==> config.mk <==
export PLATFORM = sky130hd
export DESIGN_NAME = ils_seq
export DESIGN_NICKNAME = d
export VERILOG_FILES = /design/src/rtl/ils_pkg.sv /design/src/rtl/ils_seq.sv
export SDC_FILE = /design/constraint.sdc
export NUM_CORES = 1
export LEC_CHECK = 0
export ABC_AREA = 1
export BUFFER_PORTS_ARGS = -buffer_cell sky130_fd_sc_hd__buf_2
export CORE_MARGIN = 2
export CORE_UTILIZATION = 35
export CTS_BUF_LIST = sky130_fd_sc_hd__clkbuf_4
export CTS_CLUSTER_SIZE = 14
export DETAILED_ROUTE_END_ITERATION = 12
export GPL_ROUTABILITY_DRIVEN = 1
export REMOVE_ABC_BUFFERS = 1
export SLEW_MARGIN = 20
export SYNTH_ARGS = -nofsm -noshare
export SYNTH_HDL_FRONTEND = slang
export SYNTH_SLANG_ARGS = --single-unit
==> constraint.sdc <==
create_clock -name clk -period 8.01 [get_ports clk]
set_input_delay 1.2015 -clock clk [delete_from_list [all_inputs] [get_ports clk]]
set_output_delay 1.2015 -clock clk [all_outputs]
set_load 0.005 [all_outputs]
==> src/rtl/ils_pkg.sv <==
// Package for the indexed list store: sizes, command and status codes,
// and the structs passed between the sequencer, the entry memory and the top level.
// No dependencies.
package ils_pkg;

    localparam int CAPACITY = 256;
    localparam int ADDR_W   = $clog2(CAPACITY);
    localparam int CNT_W    = $clog2(CAPACITY + 1);

    localparam int CMD_W = 3;
    localparam int POS_W = 9;
    localparam int VAL_W = 32;
    localparam int ST_W  = 2;
    localparam int LEN_W = 9;

    // Width in which positions and the entry count are compared.
    localparam int CMP_W = (CNT_W > POS_W) ? CNT_W : POS_W;

    localparam int IN_W        = CMD_W + POS_W + VAL_W;
    localparam int IN_TDATA_W  = ((IN_W + 7) / 8) * 8;
    localparam int OUT_W       = VAL_W + ST_W + LEN_W;
    localparam int OUT_TDATA_W = ((OUT_W + 7) / 8) * 8;

    localparam logic [CMD_W-1:0] CMD_READ   = CMD_W'(0);
    localparam logic [CMD_W-1:0] CMD_FRONT  = CMD_W'(1);
    localparam logic [CMD_W-1:0] CMD_APPEND = CMD_W'(2);
    localparam logic [CMD_W-1:0] CMD_INSERT = CMD_W'(3);
    localparam logic [CMD_W-1:0] CMD_DELETE = CMD_W'(4);

    localparam logic [ST_W-1:0] ST_DONE  = ST_W'(0);
    localparam logic [ST_W-1:0] ST_RANGE = ST_W'(1);
    localparam logic [ST_W-1:0] ST_FULL  = ST_W'(2);

    typedef struct packed {
        logic              re;
        logic [ADDR_W-1:0] raddr;
        logic              we;
        logic [ADDR_W-1:0] waddr;
        logic [VAL_W-1:0]  wdata;
    } mem_req_t;

    typedef struct packed {
        logic [VAL_W-1:0] read_value;
        logic [ST_W-1:0]  status;
        logic [LEN_W-1:0] list_length;
    } result_t;

endpackage

==> src/rtl/ils_seq.sv <==
// Command sequencer of the indexed list store: decodes a command, walks the
// entry memory one slot per cycle to open or close a gap, and keeps the count.
// Depends on ils_pkg.
module ils_seq (
    input  logic                      clk,
    input  logic                      rst_n,
    input  logic                      in_valid,
    output logic                      in_ready,
    input  logic [ils_pkg::CMD_W-1:0] cmd,
    input  logic [ils_pkg::POS_W-1:0] position,
    input  logic [ils_pkg::VAL_W-1:0] item_value,
    output ils_pkg::mem_req_t         mem_req,
    input  logic [ils_pkg::VAL_W-1:0] mem_rdata,
    input  logic                      out_free,
    output logic                      done,
    output ils_pkg::result_t          result
);
    import ils_pkg::*;

    localparam logic [2:0] S_IDLE   = 3'd0;
    localparam logic [2:0] S_SHIFT  = 3'd1;
    localparam logic [2:0] S_DRAIN  = 3'd2;
    localparam logic [2:0] S_PUT    = 3'd3;
    localparam logic [2:0] S_RDWAIT = 3'd4;
    localparam logic [2:0] S_FIN    = 3'd5;

    logic [2:0]        state_reg, state_next;
    logic [CNT_W-1:0]  count_reg, count_next;
    logic              pend_reg, pend_next;
    logic [ADDR_W-1:0] idx_reg, idx_next;
    logic [ADDR_W-1:0] end_reg, end_next;
    logic [ADDR_W-1:0] wa_reg, wa_next;
    logic [ADDR_W-1:0] at_reg, at_next;
    logic [VAL_W-1:0]  val_reg, val_next;
    logic [VAL_W-1:0]  rd_reg, rd_next;
    logic [ST_W-1:0]   st_reg, st_next;
    logic              del_reg, del_next;

    logic [CMP_W-1:0]  pos_c, cnt_c, at_c, cnt_full;
    logic              accept;

    assign in_ready = (state_reg == S_IDLE);
    assign accept   = in_valid && in_ready;
    assign pos_c    = CMP_W'(position);
    assign cnt_c    = CMP_W'(count_reg);
    assign cnt_full = CMP_W'(CAPACITY);

    always_comb
    begin
        case (cmd)
            CMD_FRONT:  at_c = '0;
            CMD_APPEND: at_c = cnt_c;
            default:    at_c = pos_c;
        endcase
    end

    always_comb
    begin
        state_next = state_reg;
        count_next = count_reg;
        pend_next  = 1'b0;
        idx_next   = idx_reg;
        end_next   = end_reg;
        wa_next    = wa_reg;
        at_next    = at_reg;
        val_next   = val_reg;
        rd_next    = rd_reg;
        st_next    = st_reg;
        del_next   = del_reg;
        done       = 1'b0;

        // A slot read in the previous cycle is written to its new place now.
        mem_req.re    = 1'b0;
        mem_req.raddr = idx_reg;
        mem_req.we    = pend_reg;
        mem_req.waddr = wa_reg;
        mem_req.wdata = mem_rdata;

        case (state_reg)
            S_IDLE:
            begin
                if (accept)
                begin
                    rd_next    = '0;
                    st_next    = ST_DONE;
                    state_next = S_FIN;
                    case (cmd)
                        CMD_READ:
                        begin
                            if (pos_c < cnt_c)
                            begin
                                mem_req.re    = 1'b1;
                                mem_req.raddr = pos_c[ADDR_W-1:0];
                                state_next    = S_RDWAIT;
                            end
                            else
                            begin
                                rd_next = {VAL_W{1'b1}};
                                st_next = ST_RANGE;
                            end
                        end
                        CMD_FRONT, CMD_APPEND, CMD_INSERT:
                        begin
                            if (at_c > cnt_c)
                            begin
                                st_next = ST_RANGE;
                            end
                            else if (cnt_c >= cnt_full)
                            begin
                                st_next = ST_FULL;
                            end
                            else
                            begin
                                val_next = item_value;
                                at_next  = at_c[ADDR_W-1:0];
                                del_next = 1'b0;
                                if (at_c == cnt_c)
                                begin
                                    state_next = S_PUT;
                                end
                                else
                                begin
                                    // Move entries back one slot, starting from the tail.
                                    idx_next   = ADDR_W'(count_reg - CNT_W'(1));
                                    end_next   = at_c[ADDR_W-1:0];
                                    state_next = S_SHIFT;
                                end
                            end
                        end
                        CMD_DELETE:
                        begin
                            if (pos_c < cnt_c)
                            begin
                                del_next = 1'b1;
                                if (pos_c + CMP_W'(1) < cnt_c)
                                begin
                                    // Move entries forward one slot, starting after the hole.
                                    idx_next   = ADDR_W'(pos_c + CMP_W'(1));
                                    end_next   = ADDR_W'(count_reg - CNT_W'(1));
                                    state_next = S_SHIFT;
                                end
                                else
                                begin
                                    count_next = count_reg - CNT_W'(1);
                                end
                            end
                            else
                            begin
                                st_next = ST_RANGE;
                            end
                        end
                        default:
                        begin
                            st_next = ST_DONE;
                        end
                    endcase
                end
            end
            S_SHIFT:
            begin
                mem_req.re = 1'b1;
                pend_next  = 1'b1;
                wa_next    = del_reg ? idx_reg - ADDR_W'(1) : idx_reg + ADDR_W'(1);
                if (idx_reg == end_reg)
                begin
                    state_next = S_DRAIN;
                end
                else
                begin
                    idx_next = del_reg ? idx_reg + ADDR_W'(1) : idx_reg - ADDR_W'(1);
                end
            end
            S_DRAIN:
            begin
                if (del_reg)
                begin
                    count_next = count_reg - CNT_W'(1);
                    state_next = S_FIN;
                end
                else
                begin
                    state_next = S_PUT;
                end
            end
            S_PUT:
            begin
                mem_req.we    = 1'b1;
                mem_req.waddr = at_reg;
                mem_req.wdata = val_reg;
                count_next    = count_reg + CNT_W'(1);
                state_next    = S_FIN;
            end
            S_RDWAIT:
            begin
                rd_next    = mem_rdata;
                state_next = S_FIN;
            end
            S_FIN:
            begin
                if (out_free)
                begin
                    done       = 1'b1;
                    state_next = S_IDLE;
                end
            end
            default:
            begin
                state_next = S_IDLE;
            end
        endcase
    end

    always_ff @(posedge clk or negedge rst_n)
    begin
        if (!rst_n)
        begin
            state_reg <= S_IDLE;
            count_reg <= '0;
            pend_reg  <= 1'b0;
        end
        else
        begin
            state_reg <= state_next;
            count_reg <= count_next;
            pend_reg  <= pend_next;
        end
    end

    always_ff @(posedge clk)
    begin
        idx_reg <= idx_next;
        end_reg <= end_next;
        wa_reg  <= wa_next;
        at_reg  <= at_next;
        val_reg <= val_next;
        rd_reg  <= rd_next;
        st_reg  <= st_next;
        del_reg <= del_next;
    end

    assign result.read_value  = rd_reg;
    assign result.status      = st_reg;
    assign result.list_length = cnt_c[LEN_W-1:0];

endmodule
==> impl_metrics.json <==
{
  "ctsLongestPathBuffers": 2,
  "io_pins": 175,
  "fin_crit_sh_pct": 55.9,
  "synthTopCellsByArea": "edfxtp_1 46%, nand2_1 18%, ha_1 5.7%",
  "slowest_stage": "dfrtp_1",
  "drt_iter0_markers": 409,
  "p_comb_share_pct": 47.9,
  "grt.overflow.total": 0,
  "grt_pass1_vias": 5118,
  "relSlewSlack_pct": 31.5,
  "antenna_found_initial": 0,
  "fp.dieArea_um2": 19800,
  "die_y_um": 141,
  "fin_setup_tns_ns": 0,
  "power.share.switching_pct": 44.0,
  "crit_top_cell": "inv_1",
  "whs_ns": 0.552,
  "intPower_uw": 1350,
  "multi_input_area_um2": 2830,
  "critPathTopFamily": "buffers and inverters",
  "synth_top_area_share_pct": 45.5,
  "p_seq_share_pct": 39.1,
  "vias": 5690,
  "yosysWarnings": 0,
  "cts-root-buf": "clkbuf_4",
  "clkLatencyLatePin_ns": 0.50,
  "p_clk_share_pct": 13.0,
  "ys_types": 41,
  "synth-main-ff-cell": "edfxtp_1",
  "path_cells": "clkinv_1 -> ha_1 -> nand2_1 -> inv_1 -> a21oi_1 -> nand3_1 -> inv_1 -> nand3_2 -> o21ai_0 -> buf_2",
  "final_nets": 1050,
  "fill_cells": 1851,
  "drt_wl_total_mm": 18.5,
  "diodes": 0,
  "drc": 0,
  "rsz0062_at_grt": "no",
  "core-area_um2": 18100,
  "clock.fmax_mhz": 223,
  "start_util_pct": 36.0,
  "dpl.hpwl_mm": 14.0,
  "fin_crit_ns": 4.48,
  "cp-end-kind": "output pin",
  "grt_use_total_pct": 18.3,
  "path_max_fanout": 17,
  "synth_edf_count": 99,
  "die_x_um": 141,
  "htreeDepth": 3,
  "wl_per_cell_um": 15.8,
  "first_pass_iters": 5,
  "status": "completed",
  "netlist_instances": 776,
  "drv_cap": 0,
  "syn_area_um2": 6530,
  "hold_violations": 0,
  "slew_viol_final": 0,
  "regArea_um2": 3300,
  "viasPerCell": 4.85,
  "synthArstFlopShare_pct": 11.6,
  "worstPathArrival_ns": 3.28,
  "crit_buf_inv": 4,
  "clock_sinks": 112,
  "synth_seq_area_share_pct": 50.5,
  "grt_pass1_wl_mm": 28.0,
  "grt_max_degree": 51,
  "power.switching_uw": 1060,
  "critPathKind": "flip-flop to output pin",
  "cts_setup_buffers": 0,
  "tritoncts": "yes",
  "postCtsHoldBufs": 0,
  "area_delta_synth_final_pct": 19.3,
  "p_leak_uw": 0.00384,
  "power.density_nw_per_um2": 310,
  "routabilityCongestion": 0.925,
  "finalClockSkew_ns": 0.0313,
  "avgSynthCellArea_um2": 8.42,
  "ys_ff_latch": 112,
  "max_stage_delay_ns": 0.49,
  "antenna_left": 0,
  "setup_violations": 0,
  "final_layout_size_suffix_gt1_share_pct": 23.3,
  "clk_pin_slew_ns": 0.21,
  "synth_largest_area_cell": "edfxtp_1",
  "fp-row-count": 49,
  "hold_class": "input pin to async pin",
  "io_buffer_count": 174,
  "cts_buffers": 9,
  "post_cts_resized": 0,
  "max-vdd-ir-drop_mv": 0.184,
  "power_uw": 2410,
  "required_ns": 6.81,
  "tightestPinTransition_ns": 1.03,
  "critPathLaunchType": "flip-flop"
}
power by group through the flow:
| stage | combinational (uW) | clock, uW | sequential, uW |
|---|---|---|---|
| after CTS | 1170 | 323 | 942 |
| after floorplan | 703 | 0 | 940 |
| after detailed placement | 1160 | 0 | 956 |
| after global placement | 1150 | 0 | 953 |
| final | 1160 | 314 | 944 |
| after global routing | 1310 | 343 | 962 |
final timing paths:
kind	startpoint	endpoint	slack (ns)	cells after the start
max in group asynchronous	rst_n	pend_reg$_DFF_PN0_	7.18	1
worst min-delay path	rst_n	cnt_c[1]$_DFFE_PN0P_	0.55	1
min in group clk	cnt_c[1]$_DFFE_PN0P_	cnt_c[1]$_DFFE_PN0P_	0.63	2
worst max-delay path	cnt_c[8]$_DFFE_PN0P_	mem_req[43]	3.53	10
worst max register to register	cnt_c[0]$_DFFE_PN0P_	idx_reg[3]$_DFFE_PP_	4.87	10
worst min register to register	cnt_c[1]$_DFFE_PN0P_	cnt_c[1]$_DFFE_PN0P_	0.63	2
metrics by stage:
step	instance area [um^2]	util, %	instances	setup WS, ns
global route	7790	42.9	1174	3.21
global placement	7640	42.1	1158	3.56
finish	7790	42.9	1174	3.53
detailed placement	7640	42.1	1158	3.64
CTS	7790	42.9	1174	3.48
floorplan	6410	-	747	1.04
area by class of cell:
class	instances	share of cell area (%)
sequential	112	42.3
multi-input combinational	557	36.3
timing repair buffer	182	11.9
inverter	78	3.79
tap	229	3.68
clock inverter	7	1.09
clock buffer	9	0.867
layout by cell type, fill, tap and decap left out, types with 5 or more instances in the layout:
cell type / synthesis / final
a21oi_1: 19 / 19
buf_2: 10 / 174
buf_4: 1 / 8
clkbuf_4: 0 / 9
dfrtp_1: 13 / 13
edfxtp_1: 99 / 99
ha_1: 30 / 30
inv_1: 73 / 73
nand2_1: 312 / 312
nand3_1: 22 / 22
nor2_1: 45 / 45
nor3_1: 6 / 5
o21ai_0: 35 / 35
o21ai_1: 10 / 10
o22ai_1: 9 / 9
xnor2_1: 8 / 8
xor2_1: 26 / 26
synth_stat cells, drive strengths merged, types with 8 or more instances:
master    n
a21oi    21
buf      12
clkbuf   17
dfrtp    13
edfxtp   99
ha       30
inv      77
nand2   312
nand3    24
nor2     50
nor3      9
o21ai    45
o22ai     9
xnor2     8
xor2     26
kinds of logic (layout without fill, tap and decap cells):
kind of cell,Yosys count,after routing,share of synthesized area (%)
compound gates,88,88,7.51
xor+xnor,34,34,4.56
fa+ha+maj,30,30,5.75
buf+inv,107,276,6.44
flops,112,112,50.5
mux,1,1,0.153
simple gates,404,404,25.1
worst reg2reg max path, cell delays in order, from the launching register on:
cell and delay (ns):
dfrtp_1 0.69, inv_1 0.21, o22ai_1 0.37, inv_1 0.09, ha_1 0.29, nand3_1 0.14, nand2_1 0.13, nand2_1 0.05
nand2_1 0.13, nand3_1 0.09, a22oi_1 0.61
metal layers:
metal  vias to the layer above  global-route usage, %  part of all wire, %
met1                      2601                   24.8                   44
met2                       213                   29.8                   46
li1                       2854                      -                    -
met4                         0                   5.26                  2.0
met3                        22                   3.74                  7.4
met5                         -                      0                    0
Power figures use the tool's default switching activity.
